==> src/design/sets_pkg.sv <==
`default_nettype none

package sets_pkg;

    localparam int DEF_READ_CHUNK = 64;
    localparam int DEF_PAGE_BYTES = 16;

    // page offsets and page limits: PAGE_BYTES is at most 127
    localparam int PG_W = 7;

    // reciprocal of the page size, used to split a start address into pages
    localparam int RECIP_SHIFT = 24;
    localparam int RECIP_W = 25;

    typedef enum logic [2:0] {
        CMD_RD      = 3'd0,
        CMD_WR      = 3'd1,
        CMD_PROTECT = 3'd2,
        CMD_ERASE   = 3'd3,
        CMD_DONE    = 3'd4
    } t_cmd;

    typedef enum logic [3:0] {
        PH_IDLE      = 4'd0,
        PH_READ      = 4'd1,
        PH_WR_ENABLE = 4'd2,
        PH_WR_WRITE  = 4'd3,
        PH_WR_WAIT   = 4'd4,
        PH_PR_ENABLE = 4'd5,
        PH_ER_ENABLE = 4'd6,
        PH_EP_WRITE  = 4'd7,
        PH_EP_WAIT   = 4'd8
    } t_phase;

    typedef enum logic [2:0] {
        TX_READ  = 3'd0,
        TX_WREN  = 3'd1,
        TX_WRITE = 3'd2,
        TX_RDSR  = 3'd3,
        TX_WRSR  = 3'd4,
        TX_ERASE = 3'd5
    } t_txn;

    typedef enum logic {
        KIND_TXN  = 1'b0,
        KIND_DONE = 1'b1
    } t_kind;

    localparam logic [7:0] OP_READ  = 8'h03;
    localparam logic [7:0] OP_WRITE = 8'h6C;
    localparam logic [7:0] OP_WREN  = 8'h96;
    localparam logic [7:0] OP_RDSR  = 8'h05;
    localparam logic [7:0] OP_WRSR  = 8'h6E;

    typedef struct packed {
        t_cmd        cmd;
        logic [15:0] start_addr;
        logic [15:0] byte_count;
        logic [7:0]  arg_byte;
        logic        bus_error;
        logic [7:0]  status_byte;
        logic [15:0] quot;
    } t_item;

    typedef struct packed {
        t_kind       out_kind;
        t_txn        txn_type;
        logic [7:0]  opcode;
        logic [15:0] txn_addr;
        logic [6:0]  txn_len;
        logic [15:0] buf_offset;
        logic [7:0]  protect_value;
        logic        success;
    } t_result;

endpackage

`default_nettype wire

==> src/design/serial_eeprom_transfer_sequencer_unit.sv <==
// Serial EEPROM transfer sequencer.
// Input channel (i_in_valid / o_in_stall) carries start requests (read, write,
// protect, erase) and bus-done events with error flag and status byte. Output
// channel (o_out_valid / i_out_stall) carries the next bus transaction to issue
// or a job completion report; each input transaction gives zero or one result.
// Reads are chunked to READ_CHUNK bytes, writes are cut at PAGE_BYTES page
// boundaries with a write enable before each page and status polling after.
// A result passes from the input register through one step of the sequencer
// into the output register.
// Throughput: one input transaction per cycle while the output is not stalled,
// set by the update of the phase and address registers on every step.
// Reset clears the job state to idle and empties both registers.
// When the receiver stalls, the result holds in the output register, one more
// input transaction is taken into the input register, and o_in_stall rises
// until the output register drains.
`default_nettype none

module serial_eeprom_transfer_sequencer_unit import sets_pkg::*; #(
    parameter int READ_CHUNK = DEF_READ_CHUNK,
    parameter int PAGE_BYTES = DEF_PAGE_BYTES
) (
    input  wire logic        i_clk,
    input  wire logic        i_rst_n,
    input  wire logic        i_in_valid,
    output logic             o_in_stall,
    input  wire logic [2:0]  i_cmd,
    input  wire logic [15:0] i_start_addr,
    input  wire logic [15:0] i_byte_count,
    input  wire logic [7:0]  i_arg_byte,
    input  wire logic        i_bus_error,
    input  wire logic [7:0]  i_status_byte,
    output logic             o_out_valid,
    input  wire logic        i_out_stall,
    output logic             o_out_kind,
    output logic [2:0]       o_txn_type,
    output logic [7:0]       o_opcode,
    output logic [15:0]      o_txn_addr,
    output logic [6:0]       o_txn_len,
    output logic [15:0]      o_buf_offset,
    output logic [7:0]       o_protect_value,
    output logic             o_success
);

    localparam logic [RECIP_W-1:0] RECIP = RECIP_W'((1 << RECIP_SHIFT) / PAGE_BYTES);

    logic    r_in_valid;
    t_item   r_in, n_in;
    logic    r_out_valid;
    t_result r_out;
    logic    out_free, step, in_accept;
    logic    res_valid;
    t_result res;
    logic [40:0] quot_prod;

    assign out_free   = !r_out_valid || !i_out_stall;
    assign step       = r_in_valid && out_free;
    assign o_in_stall = r_in_valid && !out_free;
    assign in_accept  = i_in_valid && !o_in_stall;

    assign quot_prod = 41'(i_start_addr) * 41'(RECIP);

    always_comb begin
        n_in.cmd         = t_cmd'(i_cmd);
        n_in.start_addr  = i_start_addr;
        n_in.byte_count  = i_byte_count;
        n_in.arg_byte    = i_arg_byte;
        n_in.bus_error   = i_bus_error;
        n_in.status_byte = i_status_byte;
        n_in.quot        = quot_prod[RECIP_SHIFT +: 16];
    end

    sets_core #(
        .READ_CHUNK (READ_CHUNK),
        .PAGE_BYTES (PAGE_BYTES)
    ) u_core (
        .i_clk       (i_clk),
        .i_rst_n     (i_rst_n),
        .i_step      (step),
        .i_item      (r_in),
        .o_res_valid (res_valid),
        .o_res       (res)
    );

    always_ff @(posedge i_clk) begin
        if (!i_rst_n) begin
            r_in_valid  <= 1'b0;
            r_out_valid <= 1'b0;
        end else begin
            if (!o_in_stall) r_in_valid <= i_in_valid;
            if (step) begin
                r_out_valid <= res_valid;
            end else if (!i_out_stall) begin
                r_out_valid <= 1'b0;
            end
        end
    end

    always_ff @(posedge i_clk) begin
        if (in_accept) r_in <= n_in;
        if (step && res_valid) r_out <= res;
    end

    assign o_out_valid     = r_out_valid;
    assign o_out_kind      = r_out.out_kind;
    assign o_txn_type      = r_out.txn_type;
    assign o_opcode        = r_out.opcode;
    assign o_txn_addr      = r_out.txn_addr;
    assign o_txn_len       = r_out.txn_len;
    assign o_buf_offset    = r_out.buf_offset;
    assign o_protect_value = r_out.protect_value;
    assign o_success       = r_out.success;

    a_done_clean: assert property (@(posedge i_clk) disable iff (!i_rst_n)
        o_out_valid && o_out_kind == KIND_DONE |->
            o_txn_type == TX_READ && o_opcode == 8'h00 && o_txn_len == 7'd0 &&
            o_txn_addr == 16'h0000 && o_buf_offset == 16'h0000)
        else $error("completion carries transaction fields");

    a_write_in_page: assert property (@(posedge i_clk) disable iff (!i_rst_n)
        o_out_valid && o_out_kind == KIND_TXN && o_txn_type == TX_WRITE |->
            32'(o_txn_len) <= PAGE_BYTES)
        else $error("data write longer than a page");

    a_stall_holds_input: assert property (@(posedge i_clk) disable iff (!i_rst_n)
        o_in_stall |=> r_in_valid && $stable(r_in))
        else $error("input register changed while stalled");

    a_success_only_done: assert property (@(posedge i_clk) disable iff (!i_rst_n)
        o_out_valid && o_success |-> o_out_kind == KIND_DONE)
        else $error("success flag on a bus transaction");

endmodule

`default_nettype wire

==> src/design/sets_core.sv <==
`default_nettype none

module sets_core import sets_pkg::*; #(
    parameter int READ_CHUNK = DEF_READ_CHUNK,
    parameter int PAGE_BYTES = DEF_PAGE_BYTES
) (
    input  wire logic    i_clk,
    input  wire logic    i_rst_n,
    input  wire logic    i_step,
    input  wire t_item   i_item,
    output logic         o_res_valid,
    output t_result      o_res
);

    localparam logic [15:0]     RD_LIM  = 16'(READ_CHUNK);
    localparam logic [PG_W-1:0] PG_SIZE = PG_W'(PAGE_BYTES);

    t_phase          r_phase, n_phase;
    logic [15:0]     r_cur_addr, n_cur_addr;
    logic [15:0]     r_bytes_left, n_bytes_left;
    logic [15:0]     r_offset, n_offset;
    logic [7:0]      r_saved_arg, n_saved_arg;
    logic [PG_W-1:0] r_page_off, n_page_off;

    logic [15:0]     st_len, rd_len, wr_lim, wr_len, data_len;
    logic [16:0]     addr_sum;
    logic [PG_W-1:0] page_sum, wr_page_next, start_page;
    logic [31:0]     qp;
    logic [16:0]     rem;
    logic            busy;

    assign busy     = i_item.status_byte[0];
    assign st_len   = (i_item.byte_count > RD_LIM) ? RD_LIM : i_item.byte_count;
    assign rd_len   = (r_bytes_left > RD_LIM) ? RD_LIM : r_bytes_left;
    assign wr_lim   = {{(16-PG_W){1'b0}}, PG_SIZE - r_page_off};
    assign wr_len   = (r_bytes_left > wr_lim) ? wr_lim : r_bytes_left;
    assign data_len = (r_phase == PH_WR_ENABLE) ? wr_len : rd_len;
    assign addr_sum = {1'b0, r_cur_addr} + {1'b0, data_len};
    assign page_sum = r_page_off + data_len[PG_W-1:0];

    // a wrapped address is below the length just written, so below the page size
    assign wr_page_next = addr_sum[16] ? addr_sum[PG_W-1:0] :
                          ((page_sum == PG_SIZE) ? '0 : page_sum);

    // quotient is exact or one low: one correction step
    assign qp  = 32'(i_item.quot) * 32'(PAGE_BYTES);
    assign rem = {1'b0, i_item.start_addr} - {1'b0, qp[15:0]};
    assign start_page = (rem >= 17'(PAGE_BYTES)) ? PG_W'(rem - 17'(PAGE_BYTES)) :
                                                   PG_W'(rem);

    always_comb begin
        n_phase = r_phase;
        unique case (i_item.cmd)
            CMD_RD:      n_phase = PH_READ;
            CMD_WR:      n_phase = PH_WR_ENABLE;
            CMD_PROTECT: n_phase = PH_PR_ENABLE;
            CMD_ERASE:   n_phase = PH_ER_ENABLE;
            CMD_DONE: begin
                if (r_phase != PH_IDLE) begin
                    if (i_item.bus_error) begin
                        n_phase = PH_IDLE;
                    end else begin
                        unique case (r_phase)
                            PH_READ: begin
                                if (r_bytes_left == '0) n_phase = PH_IDLE;
                            end
                            PH_WR_ENABLE: n_phase = PH_WR_WRITE;
                            PH_WR_WRITE:  n_phase = PH_WR_WAIT;
                            PH_EP_WRITE:  n_phase = PH_EP_WAIT;
                            PH_WR_WAIT: begin
                                if (!busy) begin
                                    n_phase = (r_bytes_left != '0) ? PH_WR_ENABLE : PH_IDLE;
                                end
                            end
                            PH_PR_ENABLE: n_phase = PH_EP_WRITE;
                            PH_ER_ENABLE: n_phase = PH_EP_WRITE;
                            PH_EP_WAIT: begin
                                if (!busy) n_phase = PH_IDLE;
                            end
                            default: n_phase = PH_IDLE;
                        endcase
                    end
                end
            end
            default: ;
        endcase
    end

    always_comb begin
        o_res_valid  = 1'b0;
        o_res        = '0;
        n_cur_addr   = r_cur_addr;
        n_bytes_left = r_bytes_left;
        n_offset     = r_offset;
        n_saved_arg  = r_saved_arg;
        n_page_off   = r_page_off;
        unique case (i_item.cmd)
            CMD_RD: begin
                o_res_valid     = 1'b1;
                o_res.txn_type  = TX_READ;
                o_res.opcode    = OP_READ;
                o_res.txn_addr  = i_item.start_addr;
                o_res.txn_len   = st_len[6:0];
                n_cur_addr      = i_item.start_addr + st_len;
                n_bytes_left    = i_item.byte_count - st_len;
                n_offset        = st_len;
            end
            CMD_WR: begin
                o_res_valid     = 1'b1;
                o_res.txn_type  = TX_WREN;
                o_res.opcode    = OP_WREN;
                n_cur_addr      = i_item.start_addr;
                n_bytes_left    = i_item.byte_count;
                n_offset        = '0;
                n_page_off      = start_page;
            end
            CMD_PROTECT, CMD_ERASE: begin
                o_res_valid     = 1'b1;
                o_res.txn_type  = TX_WREN;
                o_res.opcode    = OP_WREN;
                n_saved_arg     = i_item.arg_byte;
            end
            CMD_DONE: begin
                if (r_phase != PH_IDLE) begin
                    o_res_valid = 1'b1;
                    if (i_item.bus_error) begin
                        o_res.out_kind = KIND_DONE;
                    end else begin
                        unique case (r_phase)
                            PH_READ, PH_WR_ENABLE: begin
                                if (r_phase == PH_READ && r_bytes_left == '0) begin
                                    o_res.out_kind = KIND_DONE;
                                    o_res.success  = 1'b1;
                                end else begin
                                    o_res.txn_type   = (r_phase == PH_READ) ? TX_READ : TX_WRITE;
                                    o_res.opcode     = (r_phase == PH_READ) ? OP_READ : OP_WRITE;
                                    o_res.txn_addr   = r_cur_addr;
                                    o_res.txn_len    = data_len[6:0];
                                    o_res.buf_offset = r_offset;
                                    n_cur_addr       = addr_sum[15:0];
                                    n_bytes_left     = r_bytes_left - data_len;
                                    n_offset         = r_offset + data_len;
                                    if (r_phase == PH_WR_ENABLE) n_page_off = wr_page_next;
                                end
                            end
                            PH_WR_WRITE, PH_EP_WRITE: begin
                                o_res.txn_type = TX_RDSR;
                                o_res.opcode   = OP_RDSR;
                            end
                            PH_WR_WAIT: begin
                                if (busy) begin
                                    o_res.txn_type = TX_RDSR;
                                    o_res.opcode   = OP_RDSR;
                                end else if (r_bytes_left != '0) begin
                                    o_res.txn_type = TX_WREN;
                                    o_res.opcode   = OP_WREN;
                                end else begin
                                    o_res.out_kind = KIND_DONE;
                                    o_res.success  = 1'b1;
                                end
                            end
                            PH_PR_ENABLE: begin
                                o_res.txn_type      = TX_WRSR;
                                o_res.opcode        = OP_WRSR;
                                o_res.protect_value = r_saved_arg;
                            end
                            PH_ER_ENABLE: begin
                                o_res.txn_type = TX_ERASE;
                                o_res.opcode   = r_saved_arg;
                            end
                            PH_EP_WAIT: begin
                                if (busy) begin
                                    o_res.txn_type = TX_RDSR;
                                    o_res.opcode   = OP_RDSR;
                                end else begin
                                    o_res.out_kind = KIND_DONE;
                                    o_res.success  = 1'b1;
                                end
                            end
                            default: o_res_valid = 1'b0;
                        endcase
                    end
                end
            end
            default: ;
        endcase
    end

    always_ff @(posedge i_clk) begin
        if (!i_rst_n) begin
            r_phase      <= PH_IDLE;
            r_cur_addr   <= '0;
            r_bytes_left <= '0;
            r_offset     <= '0;
            r_saved_arg  <= '0;
            r_page_off   <= '0;
        end else if (i_step) begin
            r_phase      <= n_phase;
            r_cur_addr   <= n_cur_addr;
            r_bytes_left <= n_bytes_left;
            r_offset     <= n_offset;
            r_saved_arg  <= n_saved_arg;
            r_page_off   <= n_page_off;
        end
    end

endmodule

`default_nettype wire
==> config.mk <==
export PLATFORM = sky130hd
export DESIGN_NAME = serial_eeprom_transfer_sequencer_unit
export DESIGN_NICKNAME = d
export VERILOG_FILES = /design/src/design/sets_pkg.sv /design/src/design/serial_eeprom_transfer_sequencer_unit.sv /design/src/design/sets_core.sv
export SDC_FILE = /design/constraint.sdc
export NUM_CORES = 1
export LEC_CHECK = 0
export BUFFER_PORTS_ARGS = -buffer_cell sky130_fd_sc_hd__buf_2
export CELL_PAD_IN_SITES_DETAIL_PLACEMENT = 0
export CELL_PAD_IN_SITES_GLOBAL_PLACEMENT = 1
export CORE_MARGIN = 2
export CORE_UTILIZATION = 47
export CTS_BUF_LIST = sky130_fd_sc_hd__clkbuf_4
export DETAILED_ROUTE_END_ITERATION = 6
export PLACE_DENSITY = 0.8
export SLEW_MARGIN = 20
export SYNTH_ARGS = -nofsm -noshare
export SYNTH_HDL_FRONTEND = slang
export SYNTH_SLANG_ARGS = --single-unit
==> constraint.sdc <==
create_clock -name i_clk -period 7.13 [get_ports i_clk]
set_input_delay 1.0695 -clock i_clk [delete_from_list [all_inputs] [get_ports i_clk]]
set_output_delay 1.0695 -clock i_clk [all_outputs]
set_load 0.02 [all_outputs]
# Word-level counts from Yosys, hierarchy flattened
# Index checks and enable logic that the tools add are counted.
# totals
reg_bits	186
input_bits	56
output_inout_bits	62
wordCells	155
# classes
addsub	9
magnitude_cmp	4
eq_ne	22
n_mux	61
bitwise	4
n_reduce_logical	32
# op_table
op	count
$mux W16	16
$pmux W16 S3	3
$mux W59	2
$pmux W11 S6	1
$mux W7	9
$mux W50	1
$pmux W23 S2	1
$mux W39	1
$pmux W11 S3	1
$add A16 B16 Y16	2
$gt A16 B7 Y1 const B	2
$sub A16 B16 Y16	2
$pmux W4 S7	1
$mux W10	2
$mux W4	5
$pmux W4 S5	1
$add A16 B16 Y17	1
$ge A17 B5 Y1 const B	1
$sub A16 B16 Y17	1
$eq A4 B3 Y1 const B	4
$gt A16 B7 Y1	1
$logic_not A16 Y1	1
$reduce_bool A16 Y1	1
$pmux W7 S2	1
37 further kinds	71

# Logic depth before layout (Yosys ltp)
# Gate-level depths: netlist of the first run.
# depth
word_depth	14
ltp_mapped	27
ltp_nobuf	26

# Modules after synthesis
# Synthesis of the first run repeated with hierarchy kept, for this count alone.
# unflattened
hier_cells	1245
area_unflattened_um2	11742.5
# modules_own_cells
mod	n_inst	cells_per_inst	area_per_inst_um2	seq_area_each_um2
sets_core	1	1122	8284.2	1341.3
serial_eeprom_transfer_sequencer_unit	1	123	3458.3	3403.3

# Least setup slack after synthesis of the first run
# Ideal clock, no wire load.
# synth_path
path_kind	register -> register
from	reg u_core.r_page_off[0]
to	reg u_core.r_page_off[2]
setup_time_ns	0.140
arrival_ns	4.933
required_time_ns	6.990
path_slack_ns	2.057
stages_incl_launch_ff	26
n_path_buf	1
period_less_slack_ns	5.073
path_cell_list	dfxtp_1 -> inv_1 -> ha_1 -> nand2_1 -> a21oi_1 -> xor2_1 -> ha_1 -> nand3_1 -> nor2_1 -> nand3b_1 -> a211oi_1 -> nor2_1 -> clkbuf_1 -> a21oi_1 -> nor2_1 -> inv_1 -> fa_1 -> nand2b_1 -> a21oi_1 -> o21ba_1 -> a211o_1 -> a2111oi_4 -> a211oi_2 -> mux2_1 -> nand2_1 -> a221oi_1
# synth_via
elab_chain_cells	14
word_cells_on_any_way	15
# synth_lines
element	line_no	text
from (decl)	sets_core.sv:23	logic [PG_W-1:0] r_page_off, n_page_off;
from (signal assigned)	sets_core.sv:203	r_page_off <= n_page_off;
$sub A5 B7 Y7	sets_core.sv:35	assign wr_lim = {{(16-PG_W){1'b0}}, PG_SIZE - r_page_off};
$gt A16 B7 Y1	sets_core.sv:36	assign wr_len = (r_bytes_left > wr_lim) ? wr_lim : r_bytes_left;
$mux W16	sets_core.sv:36	
$mux W16	sets_core.sv:37	assign data_len = (r_phase == PH_WR_ENABLE) ? wr_len : rd_len;
$add A7 B7 Y7	sets_core.sv:39	assign page_sum = r_page_off + data_len[PG_W-1:0];
$eq A7 B5 Y1	sets_core.sv:43	((page_sum == PG_SIZE) ? '0 : page_sum);
$mux W7	sets_core.sv:43	
$mux W7 *	sets_core.sv:42	assign wr_page_next = addr_sum[16] ? addr_sum[PG_W-1:0] :
$mux W7 *	sets_core.sv:143	if (r_phase == PH_WR_ENABLE) n_page_off = wr_page_next;
$mux W7 *	sets_core.sv:131	if (r_phase == PH_READ && r_bytes_left == '0) begin
$mux W7 *	sets_core.sv:129	unique case (r_phase)
$mux W7 *	sets_core.sv:126	if (i_item.bus_error) begin
$mux W7 *	sets_core.sv:124	if (r_phase != PH_IDLE) begin
$pmux W7 S2 *	sets_core.sv:97	unique case (i_item.cmd)
# Every way passes the cells marked *; elsewhere a longest branch is shown, timed or not. The select of a mux whose other input is x is not followed.
# A chain may end at the register's enable or synchronous reset.

# Final worst setup path of the first run
# Ends and elaborated chain as after synthesis.

==> summary.txt, run 1 <==
Run status
  • Outcome: finished, final reports clean

Job
  • Max Cap Viol: 0

Logic synthesis
  • Async SR Flop Fraction: 0%
  • Avg Cell Area, Syn: 9.563 um2
  • Cell variety after synth: 67
  • Sequential element share of the synthesized area: 42.91%
  • Yosys warning count: 0
  • Synthesized instance count: 1105
  • Post-synth top flop: edfxtp_1
  • Mapped cell area: 10570 um2
  • Post-synth EDFFs: 105
  • FF+latch count, synth: 174

Die
  • Placeable core area: 21960 um2
  • Die Wd: 153.9 um
  • Die area: 23700 um2
  • Die height: 153.9 um
  • Row count: 54
  • Ports: 118
  • Initial Util: 48.13%

Clock network
  • Post_cts resized: 0
  • Clock latency on the worst-skew pair: 0.62 ns
  • Clock transition at the registers of the reported paths: 0.18 ns
  • Clk sink count: 174
  • Total clock buffers created by CTS: 17
  • CTS tree: done
  • Clock Tree Root: clkbuf_4
  • CTS Buffer Depth: 2
  • Hold Buf Count CTS: 0
  • Post CTS Setup Buffer Count: 0
  • CTS HTree Levels: 4

Route
  • Drt pass-1 iters: 4
  • DR WL met2: 12790 um
  • Highest Signal Layer: met4
  • Via/cell ratio: 5.876
  • Met3 wire len: 1634 um
  • Post-route ant nets: 0
  • WL met1: 13040 um
  • First DRT Iteration DRCs: 664
  • Vias: 8973
  • Total wire length: 27930 um
  • Remaining DRCs: 0
  • Avg WL per Cell: 18.29 um

Finish
  • Sequential Area: 4534 um2
  • Layout cell share with drive strength beyond 1: 13.56%
  • Fillers: 2042
  • Area added between synthesis and finish: 12.47%
  • Final std cells w/o fill: 1527
  • Area of the multi-input gates: 5861 um2
  • Layout Nets: 1370

Place
  • Dpl cells: 1494
  • HPWL after detailed placement: 19700 um
  • Buffers on Ports: 110
  • RD Place Congestion: 0.8518

Worst setup path
  • Crit path launch type: flop
  • Reg2reg path depth: 25
  • Max FO, Critical Path: 13
  • R2R Setup Slk: 1.18 ns
  • Critical Path AT: 6.43 ns
  • Crit end category: flop
  • R2r startpoint: u_core.r_page_off[0]
  • WS Path Type: flop to flop
  • WP data required: 7.61 ns
  • RR Endpoint: u_core.r_page_off[2]

Global route
  • Initial antenna violation count: 1
  • GR Overflow Total: 0
  • Gr usage total: 23.71%
  • First-pass GRT wire length: 44720 um
  • Largest net degree at the start of global routing: 47
  • Vias in the first global route: 8493

Min path
  • Hold Crit Depth: 2
  • Hold Path Origin: u_core.r_offset[7]
  • Hold worst-path end: u_core.r_offset[7]
  • Worst hold path class: flop to flop

Timing
  • Minimum clock period: 5.951 ns
  • Period Utilization, post-route: 83.47%
  • Final Skew: 0.02600 ns
  • Worst Hold Slack: 0.4942 ns
  • Fmax: 168.0 MHz
  • Hold Violations, Final: 0
  • Max Slew Vio Count: 0
  • Final setup viols: 0
  • TNS Setup: 0 ns
  • Relative max-transition margin: 41.51%
  • Slew @ Worst Pin: 0.8707 ns
  • RSZ-0062 raised after global routing: no

Power
  • Clock share of power: 29.1%
  • Comb power frac: 18.4%
  • P_sw: 739.5 uW
  • PwrDens: 183.1 nW/um2
  • P_int: 1.436 mW
  • Switch share: 33.99%
  • Flop pwr share: 52.5%
  • Peak VDD IR: 0.09919 mV
  • Leak: 4.758 nW
registers in the layout, indices dropped and copies added, names as in the netlist:
| name | count |
|---|---|
| o_success | 1 |
| u_core.r_phase | 4 |
| o_protect_value | 8 |
| r_in | 45 |
| u_core.r_page_off | 7 |
| u_core.r_offset | 16 |
| o_txn_type | 3 |
| u_core.r_bytes_left | 16 |
| o_out_kind | 1 |
| u_core.r_saved_arg | 8 |
| o_txn_addr | 16 |
| o_txn_len | 7 |
| o_out_valid | 1 |
| o_opcode | 8 |
| u_core.r_cur_addr | 16 |
| r_in_valid | 1 |
| o_buf_offset | 16 |
metal layers:
metal / vias to the layer above / global-route usage, %
li1: 4389 / -
met1: 4235 / 32.79
met2: 314 / 38.61
met3: 35 / 3.861
met4: 0 / 6.587
met5: - / 0
stage by stage:
stage | setup slack [ns] | power (mW) | util, % | area, um2
after floorplan | 2.057 | 1.443 | - | 10690
after global placement | 1.242 | 1.554 | 52.56 | 11540
after detailed placement | 1.226 | 1.556 | 52.56 | 11540
after CTS | 1.195 | 2.186 | 54.11 | 11880
after global routing | 0.7339 | 2.274 | 54.13 | 11890
final | 1.179 | 2.176 | 54.13 | 11890
kinds of logic after synthesis:
kind of cell | count (synthesis) | synth area share (%)
flip-flops | 174 | 42.91
adder cells (fa/ha/maj) | 81 | 9.946
AO/OA/AOI/OAI | 361 | 22.57
other | 2 | 0.07107
multiplexers | 19 | 1.811
AND/OR/NAND/NOR | 331 | 15.30
buffers and inverters | 84 | 3.007
XOR/XNOR | 53 | 4.393
cell type report:
cell class / count / area share (%)
diodes: 1 / 0.02105
clock buffers: 17 / 1.074
clock inverters: 15 / 1.779
inverters: 36 / 1.137
multi-input cells: 879 / 49.31
flip-flops and latches: 174 / 38.15
well taps: 280 / 2.948
repair buffers: 125 / 5.580
cell usage in the layout, fill, tap and decap left out, types with 5 or more instances in the layout:
cell type and n:
and2_1 33, ha_1 76, nor4_1 8, inv_1 35
nand4_1 6, o31a_1 5, a22oi_1 11, clkinv_8 9
mux2i_1 18, nor3_1 35, o211ai_1 8, clkbuf_4 17
a211oi_1 21, nand3_1 15, o41ai_1 5, nor2_1 106
a31oi_1 23, xor2_1 18, fa_1 5, edfxtp_1 105
buf_4 15, and3_1 9, nand2b_1 14, nand2_1 56
o22ai_1 10, a21oi_1 84, o21a_1 15, or3_1 13
dfxtp_1 69, a21o_1 11, a221oi_1 18, buf_2 110
xnor2_1 35, a211o_1 6, o21ai_0 83, nor2b_1 20
a22o_1 19, conb_1 34
synthesized netlist by cell type, drive strengths merged, types with 13 or more instances:
library cell	instances	area, um2
nor2b	21	131.4
nand3	15	75.07
xnor2	35	306.5
nand2b	14	87.58
o21a	15	112.6
inv	35	131.4
o21ai	86	430.4
and2	34	212.7
dfxtp	69	1381
mux2i	18	180.2
xor2	18	157.7
a21oi	85	425.4
nor3	36	180.2
clkbuf	44	165.2
a31oi	23	143.9
a221oi	18	157.7
nand2	56	210.2
a22o	19	166.4
or3	13	81.33
a211oi	22	170.2
ha	76	950.9
edfxtp	105	3153
nor2	106	397.9
worst max-delay path: stages (launching register included):
cell       delay, ns
dfxtp_1         0.49
inv_1           0.09
ha_1            0.24
nand2_1         0.10
a21oi_1         0.08
xor2_1          0.18
ha_1            0.32
nand3_1         0.07
nor2_1          0.10
nand3b_1        0.11
a211oi_1        0.05
nor2_1          0.61
a21oi_1         0.15
nor2_1          0.55
inv_1           0.33
fa_1            0.50
nand2b_1        0.19
a21oi_1         0.24
o21ba_1         0.27
a211o_1         0.23
a2111oi_4       0.09
a211oi_2        0.16
buf_4           0.22
mux2_1          0.33
nand2_1         0.07
a221oi_1        0.07
power groups by stage:
stage	clock network, mW	registers, mW	logic (mW)
detailed placement	0	1.16	0.394
finish	0.634	1.14	0.401
global placement	0	1.16	0.392
CTS	0.649	1.14	0.396
global route	0.685	1.15	0.443
floorplan	0	1.16	0.280
how the worst max path moves through the flow:
stage          slack (ns)              endpoint            startpoint
2_1_floorplan        2.06  u_core.r_page_off[2]  u_core.r_page_off[0]
3_3_place_gp         1.24  u_core.r_page_off[2]  u_core.r_page_off[0]
3_5_place_dp         1.23  u_core.r_page_off[2]  u_core.r_page_off[1]
4_1_cts              1.20  u_core.r_page_off[2]  u_core.r_page_off[0]
5_1_grt              0.73  u_core.r_page_off[0]  u_core.r_page_off[0]
6_report             1.18  u_core.r_page_off[2]  u_core.r_page_off[0]
Note: power is estimated with default switching activity, not from simulation.
==> run 2: changes to the inputs <==
Settings changed: ABC_AREA set to 1, CORE_UTILIZATION 47 to 46, PLACE_DENSITY 0.8 to 0.81.
Clock period 7.13 ns to 6.02 ns, I/O delays scaled along.
==> summary.txt, run 2 <==
Run status
  • Outcome: finished, final reports clean

Power
  • Leak: 5.722 nW
  • Peak VDD IR: 0.1148 mV
  • PwrDens: 209.2 nW/um2

Worst setup path
  • Max FO, Critical Path: 12
  • RR Endpoint: u_core.r_page_off[6]
  • R2R Setup Slk: 0.98 ns
  • WS Path Type: flop to flop
  • Crit end category: flop
  • R2r startpoint: u_core.r_page_off[1]
  • Reg2reg path depth: 30
  • Slowest-stage cell, CP: dfxtp_1
  • Crit path launch type: flop
  • CP delay by family, top: simple AND/OR/NAND/NOR gates
  • CP max stage delay: 0.46 ns
  • Critical path buffers and inverters: 7
  • WP data required: 6.50 ns
  • Critical Path AT: 5.52 ns

Global route
  • Gr usage total: 23.77%
  • Largest net degree at the start of global routing: 61
  • Initial antenna violation count: 1
  • First-pass GRT wire length: 48110 um
  • GR Overflow Total: 0
  • Vias in the first global route: 9153

Route
  • Avg WL per Cell: 16.19 um
  • Total wire length: 30340 um
  • Vias: 9908
  • First DRT Iteration DRCs: 668
  • Drt pass-1 iters: 5
  • Via/cell ratio: 5.287
  • Post-route ant nets: 0
  • Remaining DRCs: 0

Timing
  • RSZ-0062 raised after global routing: no
  • Period Utilization, post-route: 83.72%
  • Max Slew Vio Count: 0
  • Final Skew: 0.02186 ns
  • Relative max-transition margin: 32.27%
  • Final setup viols: 0
  • Fmax: 198.4 MHz
  • TNS Setup: 0 ns
  • Minimum clock period: 5.040 ns
  • Slew @ Worst Pin: 1.016 ns
  • Hold Violations, Final: 0

Logic synthesis
  • Cell variety after synth: 56
  • Avg Cell Area, Syn: 7.914 um2
  • Sequential element share of the synthesized area: 40.75%
  • Post-synth top flop: edfxtp_1
  • Async SR Flop Fraction: 0%
  • Yosys warning count: 0
  • Top-area cell type share of the netlist area: 28.34%
  • Mapped cell area: 11130 um2
  • Post-synth EDFFs: 105
  • Synth top area cells: edfxtp_1 28%, dfxtp_1 12%, ha_1 8.5%
  • Most frequent cell after synthesis: nand2_1
  • Post-synth top cells: 220 x nand2_1, 194 x inv_1, 179 x a21oi_1
  • FF+latch count, synth: 174
  • Synthesized instance count: 1406
  • Area leader, netlist: edfxtp_1

Finish
  • Fillers: 2354
  • Max FFs per register: 45
  • Area added between synthesis and finish: 11.45%
  • Commonest non-fill, non-tap cell in the layout: nand2_1
  • Layout cell share with drive strength beyond 1: 12.76%
  • Post-layout instance area: 12400 um2
  • Commonest non-fill, non-tap cells in the layout: 220 x nand2_1, 192 x inv_1, 179 x a21oi_1
  • Final std cells w/o fill: 1874
  • Largest Register: r_in
  • Layout Nets: 1676

Job
  • Max Cap Viol: 0

Place
  • HPWL after detailed placement: 22080 um
  • Dpl cells: 1839
  • Placed Area: 12070 um2
  • Buffers on Ports: 110
  • RD Place Congestion: 0.8802

Clock network
  • Clock latency on the worst-skew pair: 0.61 ns
  • CTS HTree Levels: 4
  • CTS Buffer Depth: 2
  • Clock Tree Root: clkbuf_4
  • Post CTS Setup Buffer Count: 0
  • CTS tree: done
  • Total clock buffers created by CTS: 17
  • Hold Buf Count CTS: 0
  • Clock transition at the registers of the reported paths: 0.18 ns
  • Clk sink count: 174
  • Post_cts resized: 0

Die
  • Die area: 25450 um2
  • Die height: 159.5 um
  • Initial Util: 47.12%
  • Placeable core area: 23610 um2
  • Die Wd: 159.5 um
  • Row count: 56
  • Ports: 118

Min path
  • Worst hold path class: input port to flop
  • Hold worst-path end: r_in[32]
  • Hold Crit Depth: 1
  • Hold Path Origin: i_arg_byte[7]
## run 2: cells by family (layout without fill, tap and decap cells)
| family | count (synthesis) | in the layout | synth area share (%) |
|---|---|---|---|
| AO/OA/AOI/OAI | 409 | 409 | 20.83 |
| XOR/XNOR | 19 | 19 | 1.496 |
| adder cells (fa/ha/maj) | 81 | 81 | 9.446 |
| buffers and inverters | 239 | 353 | 8.591 |
| flip-flops | 174 | 174 | 40.75 |
| other | 2 | 37 | 0.06749 |
| AND/OR/NAND/NOR | 482 | 482 | 18.82 |
## run 2: per-stage QoR
stage / utilization (%) / power [mW] / hold WS [ns] / worst slack (ns)
3_3_place_gp: 51.12 / 1.883 / 0.4628 / 1.118
6_report: 52.52 / 2.595 / 0.4494 / 0.9799
5_1_grt: 52.52 / 2.725 / 0.4043 / 0.3895
4_1_cts: 52.49 / 2.606 / 0.4239 / 0.9962
3_5_place_dp: 51.12 / 1.888 / 0.4693 / 1.028
2_1_floorplan: - / 1.739 / 0.4433 / 1.543
## run 2: worst max path at each step
| stage | startpoint | to | cells past startpoint |
|---|---|---|---|
| 4_1_cts | u_core.r_page_off[1] | u_core.r_page_off[6] | 30 |
| 6_report | u_core.r_page_off[1] | u_core.r_page_off[6] | 30 |
| 3_5_place_dp | u_core.r_page_off[1] | u_core.r_page_off[6] | 30 |
| 3_3_place_gp | u_core.r_page_off[0] | u_core.r_page_off[6] | 30 |
| 2_1_floorplan | u_core.r_page_off[1] | u_core.r_page_off[6] | 29 |
| 5_1_grt | u_core.r_page_off[1] | u_core.r_page_off[4] | 32 |
## run 2: layer usage
metal	global-route usage, %	up-vias	share of wire [%]	routed length [um]
met5	0	-	0	0
li1	-	5114	-	-
met1	32.81	4490	46	14100
met4	5.413	0	1.5	464
met3	3.777	36	5.9	1798
met2	39.35	268	46	13980
## run 2: area by class of cell
type / instances / area, um2 / area share (%)
Inverter: 202 / 763.2 / 6.155
Tap cell: 319 / 399.1 / 3.219
Sequential cell: 174 / 4534 / 36.57
Clock buffer: 17 / 127.6 / 1.029
Multi-Input combinational cell: 1025 / 5757 / 46.42
Clock inverter: 15 / 193.9 / 1.564
Timing Repair Buffer: 119 / 618.1 / 4.984
Antenna cell: 3 / 7.507 / 0.06054
## run 2: where the power goes
part           internal [mW]  switching, mW
sequential              1.31         0.0356
clock                  0.201          0.520
combinational          0.174          0.358
total                   1.68          0.914
## run 2: worst reg2reg max path: cells and delay by family (launching register included)
kind / cells / cell delay (ns)
adder cells (fa/ha/maj): 4 / 1.05
flip-flops: 1 / 0.46
buffers and inverters: 7 / 0.84
AND/OR/NAND/NOR: 13 / 1.57
AO/OA/AOI/OAI: 6 / 1.02
==> run 3: changes to the inputs <==
Settings changed: CORE_UTILIZATION 46 to 41, PLACE_DENSITY 0.81 to 0.76.
Clock period 6.02 ns to 4.3 ns, I/O delays scaled along.
==> summary.txt, run 3 (same netlist as run 2, synthesis figures left out) <==
Run status
  • Outcome: finished, final reports clean

Timing
  • Slew @ Worst Pin: 0.9027 ns
  • Final Skew: 0.03237 ns
  • Max Slew Vio Count: 0
  • Minimum clock period: 4.107 ns
  • Fmax: 243.5 MHz
  • Worst Hold Slack: 0.1702 ns
  • TNS Setup: 0 ns
  • Hold Violations, Final: 0
  • Period Utilization, post-route: 95.51%
  • Setup ws final: 0.1931 ns
  • Relative max-transition margin: 39.82%
  • Final setup viols: 0

Route
  • Post-route ant nets: 0
  • Via/cell ratio: 5.253
  • Remaining DRCs: 0
  • Drt pass-1 iters: 6
  • First DRT Iteration DRCs: 685
  • Vias: 10322
  • Avg WL per Cell: 16.91 um
  • Total wire length: 33220 um

Worst setup path
  • Reg2reg path depth: 30
  • Critical Path AT: 4.65 ns
  • Slowest-stage cell, CP: fa_2
  • WP data required: 4.85 ns
  • WS Path Type: flop to flop
  • R2r startpoint: u_core.r_page_off[0]
  • Crit end category: flop
  • CP max stage delay: 0.42 ns
  • CP Launch Point: u_core.r_page_off[0]
  • Most Frequent Cell on Critical Path: nand2_1
  • Max FO, Critical Path: 7
  • Crit path launch type: flop

Global route
  • Grt peak-use layer: met2
  • Met2 global-route usage: 38.95%
  • First-pass GRT wire length: 51890 um
  • Vias in the first global route: 9812
  • Grt met3 use: 2.993%
  • Global Route met1 Usage: 31.91%
  • Gr usage total: 23.46%
  • Initial antenna violation count: 1
  • Largest net degree at the start of global routing: 56
  • GR Overflow Total: 0

Min path
  • Hold Path Origin: i_arg_byte[6]
  • Worst hold path class: input port to flop
  • Hold Crit Depth: 1

Finish
  • Commonest non-fill, non-tap cell in the layout: nand2_1
  • Largest Register: r_in
  • Max FFs per register: 45
  • Layout Nets: 1747
  • Layout cell share with drive strength beyond 1: 19.90%
  • Commonest non-fill, non-tap cells in the layout: 213 x nand2_1, 187 x inv_1, 168 x a21oi_1
  • Area added between synthesis and finish: 19.36%

Power
  • Leak: 6.100 nW
  • Total Power: 3.839 mW
  • Peak VDD IR: 0.1904 mV
  • PwrDens: 289.1 nW/um2

Die
  • Ports: 118
  • Die area: 28470 um2
  • Placeable core area: 26800 um2
  • Initial Util: 41.52%
  • Die height: 168.7 um
  • Die Wd: 168.7 um
  • Row count: 60

Place
  • Pre-CTS setup slack: -0.2000 ns
  • Buffers on Ports: 110
  • HPWL after detailed placement: 24430 um
  • RD Place Congestion: 0.9008

Clock network
  • Hold Buf Count CTS: 0
  • CTS tree: done
  • Clock latency on the worst-skew pair: 0.63 ns
  • CTS Buffer Depth: 2
  • Clk sink count: 174
  • CTS HTree Levels: 4
  • Total clock buffers created by CTS: 17
  • Clock Tree Root: clkbuf_4
  • Clock transition at the registers of the reported paths: 0.21 ns

Job
  • Max Cap Viol: 0
==> run 3: cell types whose count changed in the layout (fill, tap and decap cells not counted), sizes merged <==
cell / previous run / this run
diode: 3 / 1
buf: 119 / 190
==> run 3: routing by layer <==
layer  up-vias  routed length, um
met1      4775              15560
met3        48               1484
li1       5220                  -
met2       279              15410
met5         -                  0
met4         0                769
==> run 3: repair_timing <==
action,in CTS,in global routing
gates resized for setup,6,64
pin swaps,1,27
hold endpoints to repair,0,0
setup endpoints to repair,20,42
buffers inserted,2,5
==> run 3: metrics by stage <==
step	util, %	instances	cell area (um2)
final	49.56	1965	13280
after detailed placement	47.01	1925	12600
after floorplan	-	1438	11250
after global routing	49.56	1965	13280
after CTS	48.44	1959	12980
after global placement	47.01	1925	12600
==> run 3: layout make-up <==
type | instances | area, um2
fillers | 2647 | 13520
flip-flops and latches | 174 | 4537
inverters | 202 | 767.0
multi-input cells | 1025 | 6037
well taps | 341 | 426.7
repair buffers | 190 | 1164
diodes | 1 | 2.502
clock inverters | 15 | 220.2
clock buffers | 17 | 127.6
==> run 3: critical path: cells and delay by family (launching register included) <==
family	cells	cell delay (ns)
buffers and inverters	8	0.89
flip-flops	1	0.35
XOR/XNOR	1	0.16
AND/OR/NAND/NOR	15	1.40
AO/OA/AOI/OAI	2	0.19
adder cells (fa/ha/maj)	4	1.07
==> run 3: power by group <==
| group | internal [mW] | switching, mW |
|---|---|---|
| combinational | 0.325 | 0.547 |
| clock | 0.303 | 0.787 |
| sequential | 1.83 | 0.0492 |
| total | 2.46 | 1.38 |
==> run 3: path summary, 6_finish.rpt <==
kind                            slack [ns]                     to
worst max register to register        0.19   u_core.r_page_off[4]
worst min register to register        0.49  u_core.r_saved_arg[6]
worst max-delay path                  0.19   u_core.r_page_off[4]
worst min-delay path                  0.17               r_in[31]
